<file path="config.mk">
export PLATFORM = sky130hd
export DESIGN_NAME = bounded_int_set_table
export DESIGN_NICKNAME = d
export VERILOG_FILES = /design/src/rtl/bist_pkg.sv /design/src/rtl/bist_ram.sv /design/src/rtl/bist_seq.sv /design/src/rtl/bounded_int_set_table.sv
export SDC_FILE = /design/constraint.sdc
export NUM_CORES = 1
export LEC_CHECK = 0
export ABC_AREA = 1
export BUFFER_PORTS_ARGS = -buffer_cell sky130_fd_sc_hd__buf_4
export CAP_MARGIN = 20
export CORE_MARGIN = 4
export CORE_UTILIZATION = 30
export CTS_CLUSTER_SIZE = 28
export DETAILED_ROUTE_END_ITERATION = 8
export PLACE_DENSITY_LB_ADDON = 0.15
export SYNTH_ARGS = -nofsm -noshare
export SYNTH_HDL_FRONTEND = slang
export SYNTH_HIERARCHICAL = 1
export SYNTH_SLANG_ARGS = --single-unit
export TNS_END_PERCENT = 10
</file>
<file path="constraint.sdc">
create_clock -name clk -period 3.5 [get_ports clk]
set_clock_uncertainty 0.1 [all_clocks]
set_input_delay 0.175 -clock clk [delete_from_list [all_inputs] [get_ports clk]]
set_output_delay 0.175 -clock clk [all_outputs]
set_load 0.02 [all_outputs]
</file>
<file path="src/rtl/bist_pkg.sv">
package bist_pkg;

  localparam int SlotsDefault = 8;
  localparam int ValueWidth   = 32;
  localparam int CountWidth   = 4;
  localparam int IndexWidth   = 3;

  localparam logic [1:0] CMD_INSERT = 2'd0;
  localparam logic [1:0] CMD_REMOVE = 2'd1;
  localparam logic [1:0] CMD_LOOKUP = 2'd2;
  localparam logic [1:0] CMD_READ   = 2'd3;

  localparam logic [1:0] REG_SLOTS_IN_USE = 2'd0;
  localparam logic [1:0] REG_RANGE_START  = 2'd1;
  localparam logic [1:0] REG_RANGE_END    = 2'd2;

  typedef struct packed {
    logic start;
    logic issue;
    logic eval;
    logic wb;
  } ctl_t;

  function automatic logic in_range(
    input logic signed [ValueWidth-1:0] v,
    input logic signed [ValueWidth-1:0] lo,
    input logic signed [ValueWidth-1:0] hi
  );
    return (v > lo) && (v < hi);
  endfunction

endpackage

</file>
<file path="src/rtl/bist_ram.sv">
module bist_ram #(
  parameter int Width = 32,
  parameter int Depth = 8,
  localparam int AddrWidth = (Depth > 1) ? $clog2(Depth) : 1
) (
  input  logic                 clk,
  input  logic                 we,
  input  logic [AddrWidth-1:0] waddr,
  input  logic [Width-1:0]     wdata,
  input  logic                 re,
  input  logic [AddrWidth-1:0] raddr,
  output logic [Width-1:0]     rdata
);

  logic [Width-1:0] mem [Depth];

  always_ff @(posedge clk) begin
    if (we) begin
      mem[waddr] <= wdata;
    end
    if (re) begin
      rdata <= mem[raddr];
    end
  end

endmodule

</file>
<file path="src/rtl/bist_seq.sv">
module bist_seq import bist_pkg::*; #(
  parameter int Slots = SlotsDefault,
  localparam int AddrWidth = (Slots > 1) ? $clog2(Slots) : 1,
  localparam int CntWidth  = $clog2(Slots + 1)
) (
  input  logic                 clk,
  input  logic                 rst,
  input  logic                 in_valid,
  input  logic                 out_free,
  input  logic [CntWidth-1:0]  used,
  output logic                 in_ready,
  output ctl_t                 ctl,
  output logic [AddrWidth-1:0] rd_addr,
  output logic [AddrWidth-1:0] ev_ptr
);

  localparam logic [1:0] S_IDLE = 2'd0;
  localparam logic [1:0] S_SCAN = 2'd1;
  localparam logic [1:0] S_WB   = 2'd2;

  logic [1:0]          state;
  logic [1:0]          state_next;
  logic [CntWidth-1:0] cnt;
  logic                p_vld;
  logic [AddrWidth-1:0] p_ptr;
  logic                issue;

  assign issue    = (state == S_SCAN) && (cnt < used);
  assign in_ready = (state == S_IDLE);
  assign rd_addr  = cnt[AddrWidth-1:0];
  assign ev_ptr   = p_ptr;

  always_comb begin
    ctl.start  = (state == S_IDLE) && in_valid;
    ctl.issue  = issue;
    ctl.eval   = (state == S_SCAN) && p_vld;
    ctl.wb     = (state == S_WB) && out_free;
    state_next = state;
    case (state)
      S_IDLE: begin
        if (in_valid) begin
          state_next = S_SCAN;
        end
      end
      S_SCAN: begin
        if (!issue && !p_vld) begin
          state_next = S_WB;
        end
      end
      S_WB: begin
        if (out_free) begin
          state_next = S_IDLE;
        end
      end
      default: state_next = S_IDLE;
    endcase
  end

  always_ff @(posedge clk) begin
    if (rst) begin
      state <= S_IDLE;
      cnt   <= '0;
      p_vld <= 1'b0;
    end else begin
      state <= state_next;
      if (ctl.start) begin
        cnt   <= '0;
        p_vld <= 1'b0;
      end else if (state == S_SCAN) begin
        p_vld <= issue;
        if (issue) begin
          cnt <= cnt + 1'b1;
        end
      end
    end
  end

  always_ff @(posedge clk) begin
    if (issue) begin
      p_ptr <= cnt[AddrWidth-1:0];
    end
  end

endmodule

</file>
<file path="src/rtl/bounded_int_set_table.sv">
// Fixed-capacity set of signed 32-bit values in SLOTS slots with valid bits.
// Input channel (in_valid/in_ready) takes one command per transaction: insert
// into the lowest free slot, remove the lowest matching slot, lookup, or read
// slot_index. Output channel (out_valid/out_ready) returns ok, read_value and
// the range flags, which describe the table after the command is applied.
// Config channel (cfg_valid/cfg_ready, always ready) writes slots_in_use,
// range_start or range_end by cfg_index; write it only while the block is idle.
// Each command scans the value RAM once over the n = min(slots_in_use, SLOTS)
// slots in use, one RAM read per cycle, then makes the last compare and writes
// back. A command is taken only while the sequencer is idle, so the next one
// is not accepted until the previous one has written back.
// The output register decouples the sides: a new command is accepted while an
// earlier result waits; the write-back stage holds while the receiver stalls.
// Reset clears all valid bits and the control state, sets slots_in_use to 8
// and the range to (0, 1); the value RAM is not cleared.
module bounded_int_set_table import bist_pkg::*; #(
  parameter int SLOTS = SlotsDefault
) (
  input  logic                         clk,
  input  logic                         rst,
  input  logic                         in_valid,
  output logic                         in_ready,
  input  logic [1:0]                   command,
  input  logic signed [ValueWidth-1:0] item_value,
  input  logic [IndexWidth-1:0]        slot_index,
  output logic                         out_valid,
  input  logic                         out_ready,
  output logic                         ok,
  output logic signed [ValueWidth-1:0] read_value,
  output logic                         all_in_range,
  output logic                         any_in_range,
  input  logic                         cfg_valid,
  output logic                         cfg_ready,
  input  logic [1:0]                   cfg_index,
  input  logic [ValueWidth-1:0]        cfg_data
);

  localparam int AddrWidth = (SLOTS > 1) ? $clog2(SLOTS) : 1;
  localparam int CntWidth  = $clog2(SLOTS + 1);

  logic [CountWidth-1:0]        slots_in_use;
  logic signed [ValueWidth-1:0] range_start;
  logic signed [ValueWidth-1:0] range_end;
  logic [CntWidth-1:0]          used;

  logic [1:0]                   cmd;
  logic signed [ValueWidth-1:0] val;
  logic [IndexWidth-1:0]        idx;

  logic [SLOTS-1:0]             slot_valid;
  ctl_t                         ctl;
  logic [AddrWidth-1:0]         rd_addr;
  logic [AddrWidth-1:0]         ev_ptr;
  logic signed [ValueWidth-1:0] rdata;

  logic                         found_m;
  logic                         found_f;
  logic [AddrWidth-1:0]         m_idx;
  logic [AddrWidth-1:0]         f_idx;
  logic                         rd_ok;
  logic signed [ValueWidth-1:0] rd_cap;
  logic                         acc_all;
  logic                         acc_any;

  logic ev_v;
  logic ev_match;
  logic ev_free;
  logic ev_keep;
  logic ev_in;
  logic ins_ok;
  logic rem_ok;
  logic val_in;
  logic fin_all;
  logic fin_any;
  logic fin_ok;

  assign cfg_ready = 1'b1;

  always_comb begin
    if (32'(slots_in_use) > 32'(SLOTS)) begin
      used = CntWidth'(SLOTS);
    end else begin
      used = CntWidth'(slots_in_use);
    end
  end

  always_ff @(posedge clk) begin
    if (rst) begin
      slots_in_use <= CountWidth'(8);
      range_start  <= '0;
      range_end    <= ValueWidth'(1);
    end else if (cfg_valid) begin
      case (cfg_index)
        REG_SLOTS_IN_USE: slots_in_use <= cfg_data[CountWidth-1:0];
        REG_RANGE_START:  range_start  <= cfg_data;
        REG_RANGE_END:    range_end    <= cfg_data;
        default: ;
      endcase
    end
  end

  bist_seq #(.Slots(SLOTS)) u_seq (
    .clk      (clk),
    .rst      (rst),
    .in_valid (in_valid),
    .out_free (!out_valid || out_ready),
    .used     (used),
    .in_ready (in_ready),
    .ctl      (ctl),
    .rd_addr  (rd_addr),
    .ev_ptr   (ev_ptr)
  );

  bist_ram #(.Width(ValueWidth), .Depth(SLOTS)) u_ram (
    .clk   (clk),
    .we    (ctl.wb && ins_ok),
    .waddr (f_idx),
    .wdata (val),
    .re    (ctl.issue),
    .raddr (rd_addr),
    .rdata (rdata)
  );

  assign ev_v     = slot_valid[ev_ptr];
  assign ev_match = ev_v && (rdata == val) && !found_m;
  assign ev_free  = !ev_v && !found_f;
  assign ev_keep  = ev_v && !((cmd == CMD_REMOVE) && ev_match);
  assign ev_in    = in_range(rdata, range_start, range_end);

  always_ff @(posedge clk) begin
    if (ctl.start) begin
      cmd     <= command;
      val     <= item_value;
      idx     <= slot_index;
      found_m <= 1'b0;
      found_f <= 1'b0;
      rd_ok   <= 1'b0;
      acc_all <= 1'b1;
      acc_any <= 1'b0;
    end else if (ctl.eval) begin
      if (ev_match) begin
        found_m <= 1'b1;
        m_idx   <= ev_ptr;
      end
      if (ev_free) begin
        found_f <= 1'b1;
        f_idx   <= ev_ptr;
      end
      if (ev_v && (32'(ev_ptr) == 32'(idx))) begin
        rd_ok  <= 1'b1;
        rd_cap <= rdata;
      end
      if (ev_keep) begin
        if (ev_in) begin
          acc_any <= 1'b1;
        end else begin
          acc_all <= 1'b0;
        end
      end
    end
  end

  assign ins_ok = (cmd == CMD_INSERT) && found_f;
  assign rem_ok = (cmd == CMD_REMOVE) && found_m;
  assign val_in = in_range(val, range_start, range_end);

  always_comb begin
    fin_all = acc_all;
    fin_any = acc_any;
    if (ins_ok) begin
      fin_all = acc_all && val_in;
      fin_any = acc_any || val_in;
    end
    case (cmd)
      CMD_INSERT: fin_ok = found_f;
      CMD_REMOVE: fin_ok = found_m;
      CMD_LOOKUP: fin_ok = found_m;
      CMD_READ:   fin_ok = rd_ok;
      default:    fin_ok = 1'b0;
    endcase
  end

  always_ff @(posedge clk) begin
    if (rst) begin
      slot_valid <= '0;
    end else if (ctl.wb) begin
      if (ins_ok) begin
        slot_valid[f_idx] <= 1'b1;
      end else if (rem_ok) begin
        slot_valid[m_idx] <= 1'b0;
      end
    end
  end

  always_ff @(posedge clk) begin
    if (rst) begin
      out_valid <= 1'b0;
    end else if (ctl.wb) begin
      out_valid <= 1'b1;
    end else if (out_ready) begin
      out_valid <= 1'b0;
    end
  end

  always_ff @(posedge clk) begin
    if (ctl.wb) begin
      ok           <= fin_ok;
      read_value   <= ((cmd == CMD_READ) && rd_ok) ? rd_cap : '0;
      all_in_range <= fin_all;
      any_in_range <= fin_any;
    end
  end

endmodule

</file>
## Word-level counts from Yosys, hierarchy flattened

Memory sizes are Yosys's and may differ from the RTL's. A register that Yosys moved wholly into a read port is not among the register bits.
Cells that the tools add are included.

| word-level totals | value |
|---|---|
| register bits after elaboration | 202 |
| latch bits | 0 |
| input bits | 76 |
| word-level logic and storage cells | 124 |
| memory bits (writable) | 256 |
| memories | 1 |
| bits in read-only memories | 0 |
| output and inout port bits | 38 |

Memories:

| memory | words | bits a word | read ports | clocked after Yosys merged registers in | write ports | line | RTL |
|---|---|---|---|---|---|---|---|
| u_ram.mem | 8 | 32 | 1 | 1 | 1 | bist_ram.sv:15 | `logic [Width-1:0] mem [Depth];` |

| cells by class | value |
|---|---|
| muxes and demuxes | 20 |
| shift-type cells | 0 |
| $mul | 0 |
| add/subtract/negate cells | 1 |
| $lt $le $gt $ge | 11 |
| divide/modulo/power cells | 0 |
| bitwise logic cells | 5 |
| reduce and logical (&&, ||, !) cells | 50 |
| equal/unequal tests | 12 |

Operators by type and width:

| cell | count |
|---|---|
| greater-than comparator 32 bit | 2 |
| < comparator 32 bit | 2 |
| == test 32 bit | 1 |
| logical AND 1 bit | 20 |
| AND reduction 3 bit | 6 |
| two-way mux 8 bit | 2 |
| AND reduction 2 bit | 8 |
| < comparator 3 x 4 -> 1 bit, second input constant | 3 |
| two-way mux 1 bit | 9 |
| bitwise AND 8 bit | 1 |
| == test 2 bit, second input constant | 4 |
| NOT 8 bit | 1 |
| bitwise OR 8 bit | 1 |
| logical NOT 1 bit | 7 |
| demux 1 bit (select 3 bit) | 2 |
| == test 2 x 1 -> 1 bit, second input constant | 3 |
| greater-or-equal comparator 3 x 1 -> 1 bit, second input constant | 2 |
| logical NOT 2 bit | 3 |
| two-way mux 2 bit | 3 |
| one-hot mux 2 bit (3 select lines) | 1 |
| adder 4 x 1 -> 4 bit, second input constant | 1 |
| greater-than comparator 4 bit, second input constant | 1 |
| < comparator 4 bit | 1 |
| two-way mux 4 bit | 1 |
| other kinds (9) | 14 |

## Logic depth before layout (Yosys ltp)

Gate-level depths: netlist (run 1).

| logic depth | value |
|---|---|
| depth after elaboration | 8 |
| gate-level depth with buffers | 18 |
| mapped depth without buffers | 18 |

## Hierarchy

The synthesis (run 1) kept the hierarchy.

Modules (own cells, without submodules):

| module | times used | cells an instance | area an instance (sq um) | seq. area each (sq um) |
|---|---|---|---|---|
| bist_ram | 1 | 1156 | 12192.9 | 8648.3 |
| bounded_int_set_table | 1 | 1134 | 10201.0 | 4944.7 |
| bist_seq | 1 | 75 | 579.3 | 230.2 |

## Worst setup path after synthesis (run 1)

OpenSTA, ideal clock, no wires.

| path | value |
|---|---|
| path kind | register -> register |
| start | reg u_seq.state[1] |
| end | reg rd_cap[0], enable pin |
| library setup time | 0.395 ns |
| period minus slack after synthesis | 3.752 ns |
| stages on the path, launching flop included | 7 |
| path buffers | 0 |
| data required time | 3.005 ns |
| path slack | -0.252 ns |
| data arrival time | 3.257 ns |
| path through | dfxtp_1 nor2_1 inv_1 nor2_1 nor2_1 inv_1 nor2_1 |

RTL lines:

| item | line | RTL |
|---|---|---|
| from (decl) | bist_seq.sv:21 | `logic [1:0] state;` |
| from (signal assigned) | bist_seq.sv:65 | `state <= state_next;` |
| to (signal assigned) | bounded_int_set_table.sv:151 | `rd_cap <= rdata;` |
| to (decl) | bounded_int_set_table.sv:61 | `logic signed [ValueWidth-1:0] rd_cap;` |

## Worst setup path after layout (run 1)

| path | value |
|---|---|
| start | reg val[15] |
| end | reg all_in_range, data pin |

| on the way | value |
|---|---|
| word-level cells in the longest chain between the ends | 4 |
| elaborated cells on any way between the ends | 5 |
| classes of those cells | order compare (2); mux (1); reduce/logical (2) |

Ends and longest elaborated chain:

| item | line | RTL |
|---|---|---|
| from (decl) | bounded_int_set_table.sv:47 | `logic signed [ValueWidth-1:0] val;` |
| from (signal assigned) | bounded_int_set_table.sv:133 | `val <= item_value;` |
| greater-than comparator 32 bit or < comparator 32 bit (tied branches) | bist_pkg.sv:29 | `return (v > lo) && (v < hi);` |
| logical AND 1 bit * | bist_pkg.sv:29 |  |
| logical AND 1 bit * | bounded_int_set_table.sv:171 | `fin_all = acc_all && val_in;` |
| two-way mux 1 bit * | bounded_int_set_table.sv:170 | `if (ins_ok) begin` |
| via fin_all | bounded_int_set_table.sv:73 | `logic fin_all;` |
| to (signal assigned) | bounded_int_set_table.sv:209 | `all_in_range <= fin_all;` |
| to (decl) | bounded_int_set_table.sv:30 | `output logic all_in_range,` |

The timed path passes the listed nets; every way through them passes the cells marked *.
A chain may end at the register's enable or synchronous reset.

==> results of run 1 <==
[layout by cell type (no fill, tap or decap), drive strengths merged, types with 81 or more instances in the layout]
cell type  count
edfxtp       401
buf          146
o21ai        107
clkbuf        81
dfxtp         89
a21oi        153
inv          455
nor2         117
nand2        608
ha           134
nand3        149
[area by class of cell]
cell class / count / area [um2] / area share (%)
Clock inverter: 16 / 81.3 / 0.296
Antenna cell: 3 / 7.51 / 0.0273
Timing Repair Buffer: 226 / 2000 / 7.26
Clock buffer: 81 / 1490 / 5.43
Tap cell: 1030 / 1290 / 4.69
Inverter: 459 / 1730 / 6.30
Sequential cell: 490 / 13800 / 50.3
Multi-Input combinational cell: 1339 / 7060 / 25.7
[layer usage]
metal / global-route usage [%] / vias to the layer above / wire (um) / share of wire (%)
met5: 0 / - / 8 / 0.011
met4: 5.17 / 2 / 2060 / 2.9
met3: 3.11 / 116 / 3770 / 5.4
met2: 28.2 / 382 / 32700 / 47
met1: 22.8 / 7899 / 31600 / 45
li1: - / 8088 / - / -
[state kept, by name, summed over array words and instances, names as in the netlist, 8 cells and up]
signal and flops:
rd_cap 32, u_ram/rdata 32, slot_valid 8, u_ram/mem 256, range_end 32, val 32
read_value 32, range_start 32
[synthesized netlist by cell type, types with 2 or more instances]
cell type / count
inv_2: 8
nor3_1: 11
nor2_2: 5
nand3b_1: 2
xor2_1: 9
edfxtp_1: 401
xnor2_1: 4
dfxtp_1: 89
o21a_1: 5
buf_2: 20
o22ai_1: 6
nand2_1: 606
a211oi_1: 3
buf_6: 11
nor2_1: 111
clkbuf_1: 31
nand3_1: 149
a21oi_1: 151
o211ai_1: 2
o21ai_1: 3
o21ai_0: 103
ha_1: 134
buf_4: 10
buf_1: 5
inv_1: 449
nand4_1: 20
[power breakdown]
| group | leakage [nW] | switching [W] | internal [W] |
|---|---|---|---|
| logic | 6.52 | 0.000846 | 0.000503 |
| registers | 4.39 | 0.000215 | 0.00649 |
| clock network | 0.774 | 0.00228 | 0.00292 |
[path summary, 6_finish.rpt]
kind / from / endpoint / cells after the start
setup / recovery: val[15] / all_in_range / 14
hold / removal: command[1] / cmd[1] / 2
setup reg to reg: val[15] / all_in_range / 14
hold reg to reg: acc_all / acc_all / 2
[worst max-delay path: cells and delay by family, from the launching register on]
family,cells,cell delay (ps)
buffers and inverters,1,50
adders and majority gates,1,390
AOI/OAI and AO/OA,1,60
DFF,1,600
and+or+nand+nor,11,1240
[metrics by stage]
step	setup slack (ps)	cell area (um2)	std cells	utilization, %
6_report	781	27500	3644	36.2
5_1_grt	634	27500	3642	36.2
4_1_cts	793	27500	3641	36.2
3_5_place_dp	797	25100	3464	33.1
3_3_place_gp	866	25100	3464	33.1
2_1_floorplan	72.9	23000	2365	-
[logic make-up (layout without fill, tap and decap cells)]
| logic type | count (synthesis) | count (layout) | share of synthesized area, % |
|---|---|---|---|
| compound gates | 281 | 281 | 6.42 |
| simple gates | 910 | 910 | 16.2 |
| fa+ha+maj | 134 | 134 | 7.30 |
| flops | 490 | 490 | 60.2 |
| xor+xnor | 13 | 13 | 0.496 |
| other cells | 1 | 4 | 0.0163 |
| buf+inv | 536 | 782 | 9.41 |
==> summary.txt, run 1 <==
Routing
  • Vias per cell: 4.52
  • Antenna-violating nets left: 0
  • DR iter-0 viols: 981
  • Drt wl/cell: 19.2 um
  • DRC: 0
  • Final WL: 70.1 mm
  • Vias: 16500
  • Drt pass-1 iters: 5

Setup path
  • Crit path largest cell delay: 600 ps
  • Slowest CP cell: edfxtp_1
  • Kind of end point of the critical path: flip-flop
  • WS Path Type: flip-flop to flip-flop
  • Worst path required time: 3740 ps
  • Reg2reg setup slack: 780 ps
  • Crit path DAT: 2960 ps
  • Most frequent CP cell: nand2_1
  • Worst path cell trace: ha_1 > nand2_1 > inv_1 > nand3_1 > nor3_1 > nand2_1 > nand2_1 > nand2_1 > nand2_1 > nand2_1 > nand2_1 > nor2_1 > nand2_1 > a21boi_2
  • Worst-path fanout max: 11
  • Setup crit start kind: flip-flop

STA
  • RSZ-0062 raised after global routing: false
  • Fin crit share: 77.7%
  • Final Max Tran Viols: 0
  • Worst hold slack: 195 ps
  • # setup viols final: 0
  • Rel. slew slack: 26.8%
  • Setup_tns: 0 ps
  • Fin. Hold Viols: 0
  • Minimum clock period: 2720 ps
  • Max Freq: 0.368 GHz
  • Actual slew at the worst max-slew pin: 1100 ps

Synthesis
  • Synth area leaders: edfxtp_1 (52%), nand2_1 (9.9%), dfxtp_1 (7.8%), inv_1 (7.3%), ha_1 (7.3%)
  • Number of flops mapped to enable cells by yosys: 401
  • Synthesized flop and latch total: 490
  • Syn nets: 2575
  • Avg Inst Size Synth: 9.71 um2
  • Yosys Warn Count: 6
  • Cells after Synth: 2365
  • Netlist Area Pre-Place: 23000 um2
  • Main synth FF type: edfxtp_1
  • Dominant cell type by area after synthesis: edfxtp_1
  • Number of distinct library cells after synthesis: 43
  • Sequential area share after synthesis: 60.2%
  • Async SR Flop Fraction: 0%
  • Top cell type's share of synthesized area: 52.4%

Die
  • Die area: 81100 um2
  • Die W: 285 um
  • Placeable core area: 75900 um2
  • Num rows: 101
  • Die height: 285 um
  • IO Pins: 114
  • Starting Density: 30.2%

Power
  • Power per cell area: 482 nW/um2
  • Peak supply drop: 0.346 mV
  • Final Total Pwr: 0.0133 W
  • Leakage: 11.7 nW

Clock network
  • Max clock buf depth: 3
  • Clk_lat worst skew: 590 ps
  • Post-CTS Repair Setup Buffers: 0
  • CTS HTree Levels: 2
  • Clk pin slew, worst setup/hold paths: 60 ps
  • Post-CTS sizing: 0
  • CTS buffer count: 53
  • TritonCTS clock tree: done
  • Clock root buffer: clkbuf_16
  • Hold Buf Count CTS: 80
  • Clock sinks: 490

GRT
  • Vias in the first global route: 16200
  • GRT Residual Overflow: 0
  • Total track usage: 17.0%
  • Initial antenna violation count: 5
  • Largest net degree at the start of global routing: 134
  • First-pass GRT wire length: 103 mm

Placed design
  • DP Wirelength: 43.7 mm
  • IO buf count: 112
  • GP Congestion: 0.848

Layout
  • Layout cell share with drive strength beyond 1: 9.69%
  • Nets: 2779
  • Area Overhead vs Synth: 19.7%
  • Fillcell total: 7633

Run
  • Maxcap violations: 0

Worst hold path
  • Hold Path Class: input port to flip-flop

Outcome
  • Status: finished, final reports clean
No activity file was read; power rests on OpenSTA's default activity.
==> run 2: changes to the inputs <==
==> constraint.sdc (replaced) <==
create_clock -name clk -period 2.27 [get_ports clk]
set_clock_uncertainty 0.1 [all_clocks]
set_input_delay 0.1135 -clock clk [delete_from_list [all_inputs] [get_ports clk]]
set_output_delay 0.1135 -clock clk [all_outputs]
set_load 0.02 [all_outputs]
==> summary.txt, run 2 (synthesis gave the netlist of run 1 again) <==
Power
  • Final Total Pwr: 0.0215 W
  • Leakage: 12.5 nW
  • Sw Share: 25.1%
  • Internal: 0.0161 W
  • Power per cell area: 738 nW/um2
  • Clk pwr share: 40.4%
  • Peak supply drop: 0.572 mV
  • Combinational power share: 12.2%
  • Seq pwr share: 47.4%
  • Switching power: 0.00539 W

Clock network
  • Clock sinks: 490
  • CTS buffer count: 54
  • Max clock buf depth: 3
  • Clk_lat worst skew: 600 ps
  • Clock root buffer: clkbuf_16
  • Clk pin slew, worst setup/hold paths: 60 ps
  • CTS HTree Levels: 2
  • TritonCTS clock tree: done

Routing
  • Drt pass-1 iters: 6
  • Met3 WL post-DR: 3.24 mm
  • Antenna-violating nets left: 0
  • Drt wl/cell: 18.6 um
  • Routed wl met2: 32.9 mm
  • Top sig layer: met4
  • Vias: 16900
  • Vias per cell: 4.49
  • M1 WL: 32.0 mm
  • DR iter-0 viols: 1198
  • DRC: 0
  • Final WL: 70.2 mm

Die
  • Starting Density: 30.2%
  • Die height: 285 um
  • Num rows: 101
  • Placeable core area: 75900 um2
  • Die W: 285 um
  • Die area: 81100 um2
  • IO Pins: 114

Setup path
  • Setup crit start kind: flip-flop
  • Crit path largest cell delay: 460 ps
  • Worst-path fanout max: 3
  • Most frequent CP cell: nand2_1
  • Kind of end point of the critical path: flip-flop
  • Crit path buf inv count: 0
  • Crit path DAT: 2510 ps
  • Worst path required time: 2520 ps
  • WS Path Type: flip-flop to flip-flop
  • Worst path cell trace: ha_1 > a21oi_1 > o21ai_0 > nand2_1 > o211ai_1 > a21oi_2 > nand2_1 > nand2_1 > nand2_1 > nand2_1 > a21boi_2
  • Kind of cell adding the most delay to the critical path: compound AO/OA/AOI/OAI gates
  • Slowest CP cell: edfxtp_1

STA
  • Final Max Tran Viols: 0
  • Fin. Hold Viols: 0
  • Actual slew at the worst max-slew pin: 1020 ps
  • RSZ-0062 raised after global routing: true
  • Fin crit share: 99.8%
  • Max Freq: 0.442 GHz
  • Setup ws final: 5.06 ps
  • # setup viols final: 0
  • Rel. slew slack: 31.9%
  • Setup_tns: 0 ps
  • Minimum clock period: 2260 ps

Layout
  • Most common cell after layout, fill and taps aside: nand2_1
  • Commonest cells after routing, fill and taps aside: nand2_1 (586), inv_1 (447), edfxtp_1 (401)
  • Largest reg by FF count: u_ram/mem
  • Fillcell total: 7485
  • Max FFs per register: 256
  • Final core utilization: 38.4%
  • Post-route cell area: 29100 um2
  • Layout cell share with drive strength beyond 1: 15.9%
  • Nets: 2904
  • Area Overhead vs Synth: 26.8%

Outcome
  • Status: finished, final reports clean

GRT
  • Initial antenna violation count: 2
  • Vias in the first global route: 16500
  • Largest net degree at the start of global routing: 67
  • Total track usage: 17.0%
  • GRT Residual Overflow: 0
  • First-pass GRT wire length: 104 mm

Placed design
  • DP Wirelength: 46.3 mm
  • IO buf count: 112
  • Placement-stage cell area: 26100 um2
  • Pre-CTS WS: -115 ps
  • GP Congestion: 0.850

Worst hold path
  • Hold Path Class: input port to flip-flop

Run
  • Maxcap violations: 0
-- run 2: repair_timing --
item | in CTS | in global routing
pin swaps | 3 | 14
buffers inserted | 9 | 12
hold buffers | 81 | 0
endpoints found under the hold margin | 119 | 0
setup endpoints to repair | 7 | 38
resized for setup | 18 | 51
-- run 2: stage by stage --
stage	std cells	hold slack (ps)
after global routing	3767	93.0
final	3769	124
after global placement	3565	194
after floorplan	2365	82.6
after CTS	3754	68.5
after detailed placement	3565	193
-- run 2: path summary, 6_finish.rpt --
path / cells after the start / startpoint / slack [ps] / end
setup / recovery: 11 / val[19] / 5 / all_in_range
hold / removal: 2 / item_value[2] / 120 / val[2]
setup reg to reg: 11 / val[19] / 5 / all_in_range
hold reg to reg: 2 / u_seq/p_vld / 370 / u_seq/p_vld
-- run 2: area by class of cell --
| cell class | instances | area [um2] | share of cell area (%) |
|---|---|---|---|
| flip-flops and latches | 490 | 13800 | 47.5 |
| multi-input cells | 1339 | 7370 | 25.3 |
| repair buffers | 350 | 3190 | 10.9 |
| inverters | 459 | 1730 | 5.94 |
| clock buffers | 68 | 1460 | 4.99 |
| well taps | 1030 | 1290 | 4.42 |
| clock inverters | 31 | 275 | 0.945 |
| diodes | 2 | 5.00 | 0.0172 |
-- run 2: routing by layer --
metal | GRT usage (%) | vias to the layer above
li1 | - | 8330
met1 | 23.1 | 8129
met2 | 28.1 | 370
met3 | 2.73 | 100
met4 | 5.13 | 0
met5 | 0 | -
-- run 2: power by group through the flow --
stage,combinational (W),clock [W],sequential (W)
final,0.00262,0.00869,0.0102
after global routing,0.00295,0.00931,0.0102
after CTS,0.00253,0.00894,0.0102
after detailed placement,0.00236,0,0.0104
after global placement,0.00234,0,0.0104
after floorplan,0.00130,0,0.0104
==> run 3: changes to the inputs <==
--- a/config.mk
+++ b/config.mk
@@ -8,11 +8,12 @@
 export ABC_AREA = 1
 export BUFFER_PORTS_ARGS = -buffer_cell sky130_fd_sc_hd__buf_4
 export CAP_MARGIN = 20
-export CORE_MARGIN = 4
+export CORE_MARGIN = 10
 export CORE_UTILIZATION = 30
 export CTS_CLUSTER_SIZE = 28
 export DETAILED_ROUTE_END_ITERATION = 8
 export PLACE_DENSITY_LB_ADDON = 0.15
+export SETUP_SLACK_MARGIN = 0.15
 export SYNTH_ARGS = -nofsm -noshare
 export SYNTH_HDL_FRONTEND = slang
 export SYNTH_HIERARCHICAL = 1
==> summary.txt, run 3 (synthesis gave the netlist of run 1 again) <==
Outcome
  • Status: complete, but fails checks
  • Failing checks: setup timing

Layout
  • Most common cell after layout, fill and taps aside: nand2_1
  • Layout cell share with drive strength beyond 1: 18.5%
  • Nets: 2946
  • Max FFs per register: 256
  • Commonest cells after routing, fill and taps aside: nand2_1 (579), inv_1 (444), edfxtp_1 (401)
  • Area Overhead vs Synth: 29.1%
  • Final instance count without filler cells: 3814
  • Largest reg by FF count: u_ram/mem
  • Fillcell total: 7489

Routing
  • Drt wl/cell: 18.5 um
  • Met3 WL post-DR: 2.64 mm
  • Drt pass-1 iters: 4
  • M1 WL: 33.3 mm
  • Antenna-violating nets left: 0
  • Vias per cell: 4.43
  • Routed wl met2: 33.1 mm
  • Vias: 16900
  • DR iter-0 viols: 897
  • DRC: 0
  • Final WL: 70.7 mm
  • Top sig layer: met4

Placed design
  • DP Wirelength: 46.9 mm
  • Pre-CTS WS: -204 ps
  • Placed Cells: 3585
  • GP Congestion: 0.875
  • IO buf count: 112

Power
  • Power per cell area: 728 nW/um2
  • Internal: 0.0161 W
  • Clk pwr share: 39.7%
  • Seq pwr share: 47.1%
  • Combinational power share: 13.1%
  • Switching power: 0.00549 W
  • Sw Share: 25.4%
  • Leakage: 12.7 nW
  • Peak supply drop: 0.486 mV

STA
  • Rel. slew slack: 54.2%
  • Setup ws final: -32.9 ps
  • Final Max Tran Viols: 0
  • Actual slew at the worst max-slew pin: 687 ps
  • Minimum clock period: 2300 ps
  • Worst hold slack: 120 ps
  • Fin. Hold Viols: 0
  • Fin crit share: 101%
  • Max Freq: 0.434 GHz
  • RSZ-0062 raised after global routing: true
  • # setup viols final: 3

Die
  • Die height: 297 um
  • Num rows: 101
  • Placeable core area: 75900 um2
  • Die area: 88000 um2
  • Starting Density: 30.2%
  • IO Pins: 114
  • Die W: 297 um

Setup path
  • R2R Path End: m_idx[2]
  • Worst R2R Start: u_ram/rdata[5]
  • Worst path required time: 2480 ps
  • Crit path DAT: 2510 ps
  • Critical path startpoint: u_ram/rdata[5]
  • Reg2reg setup slack: -30 ps
  • Worst-path fanout max: 4
  • Reg2Reg Depth: 10
  • Setup crit start kind: flip-flop
  • Kind of end point of the critical path: flip-flop
  • WS Path Type: flip-flop to flip-flop

GRT
  • Total track usage: 15.6%
  • Initial antenna violation count: 4
  • GRT Residual Overflow: 0
  • Vias in the first global route: 16800
  • First-pass GRT wire length: 105 mm
  • Largest net degree at the start of global routing: 77

Worst hold path
  • Hold path startpoint: item_value[21]
  • WHS Endpoint: val[21]
  • Hold Path Class: input port to flip-flop
  • Worst Hold Depth: 2

Clock network
  • CTS buffer count: 55
  • TritonCTS clock tree: done
  • Max clock buf depth: 3
  • Clock sinks: 490
  • CTS HTree Levels: 2
  • Clk_lat worst skew: 610 ps
  • Clock root buffer: clkbuf_16
  • Clk pin slew, worst setup/hold paths: 60 ps

Run
  • Maxcap violations: 0
==> run 3: cell count changes in the layout (fill, tap and decap cells not counted), sizes merged <==
| cell | delta |
|---|---|
| buf | +42 |
| bufinv | -3 |
| clkbuf | +9 |
| clkinv | +1 |
| clkinvlp | -2 |
| diode | -1 |
| dlygate4sd3 | -1 |
==> run 3: repair_timing <==
| action | 4_1_cts | 5_1_grt |
|---|---|---|
| endpoints found under the setup margin | 21 | 70 |
| resized for setup | 36 | 78 |
| hold endpoints to repair | 114 | 0 |
| pin swaps | 13 | 48 |
| hold buffers | 80 | 0 |
| buffers inserted | 18 | 26 |
==> run 3: metrics by stage <==
stage	total power [W]	util [%]	setup TNS, ps	cell area (um2)
floorplan	0.0117	-	0	23100
global placement	0.0128	34.5	-1170	26200
detailed placement	0.0128	34.5	-945	26200
CTS	0.0217	38.3	0	29100
global route	0.0226	39.1	-613	29700
finish	0.0216	39.1	-87.7	29700
==> run 3: worst max-delay path, stage by stage (launching register included) <==
cell and delay, ps:
edfxtp_1 550, buf_4 200, buf_4 120, buf_4 150, a211oi_2 180, buf_4 150, nand3_1 70, nor2_1 110
buf_4 150, nand2_2 80, nor2_4 150
==> run 3: layer usage <==
metal,global-route usage [%],up-vias
li1,-,8428
met2,25.8,283
met1,21.3,8113
met4,3.89,0
met5,0,-
met3,2.10,75
==> run 3: how the worst max path moves through the flow <==
stage	slack (ps)	endpoint	cells after the start
3_5_place_dp	-200	all_in_range	12
4_1_cts	20	all_in_range	15
6_report	-30	m_idx[2]	10
5_1_grt	-110	m_idx[2]	10
2_1_floorplan	70	u_ram/mem[6][0]	6
3_3_place_gp	-260	all_in_range	12
==> run 3: layout make-up <==
class	count	area [um2]	share of cell area (%)
sequential	490	13800	46.6
multi-input combinational	1339	7620	25.7
timing repair buffer	391	3450	11.6
inverter	459	1740	5.86
clock buffer	77	1530	5.16
tap	1030	1290	4.35
clock inverter	27	195	0.658
antenna	1	2.50	0.00844
==> run 3: power by group through the flow <==
stage | clock network (W) | registers [W] | logic [W]
finish | 0.00858 | 0.0102 | 0.00284
CTS | 0.00883 | 0.0102 | 0.00266
global placement | 0 | 0.0104 | 0.00241
floorplan | 0 | 0.0104 | 0.00130
detailed placement | 0 | 0.0104 | 0.00243
global route | 0.00921 | 0.0102 | 0.00317
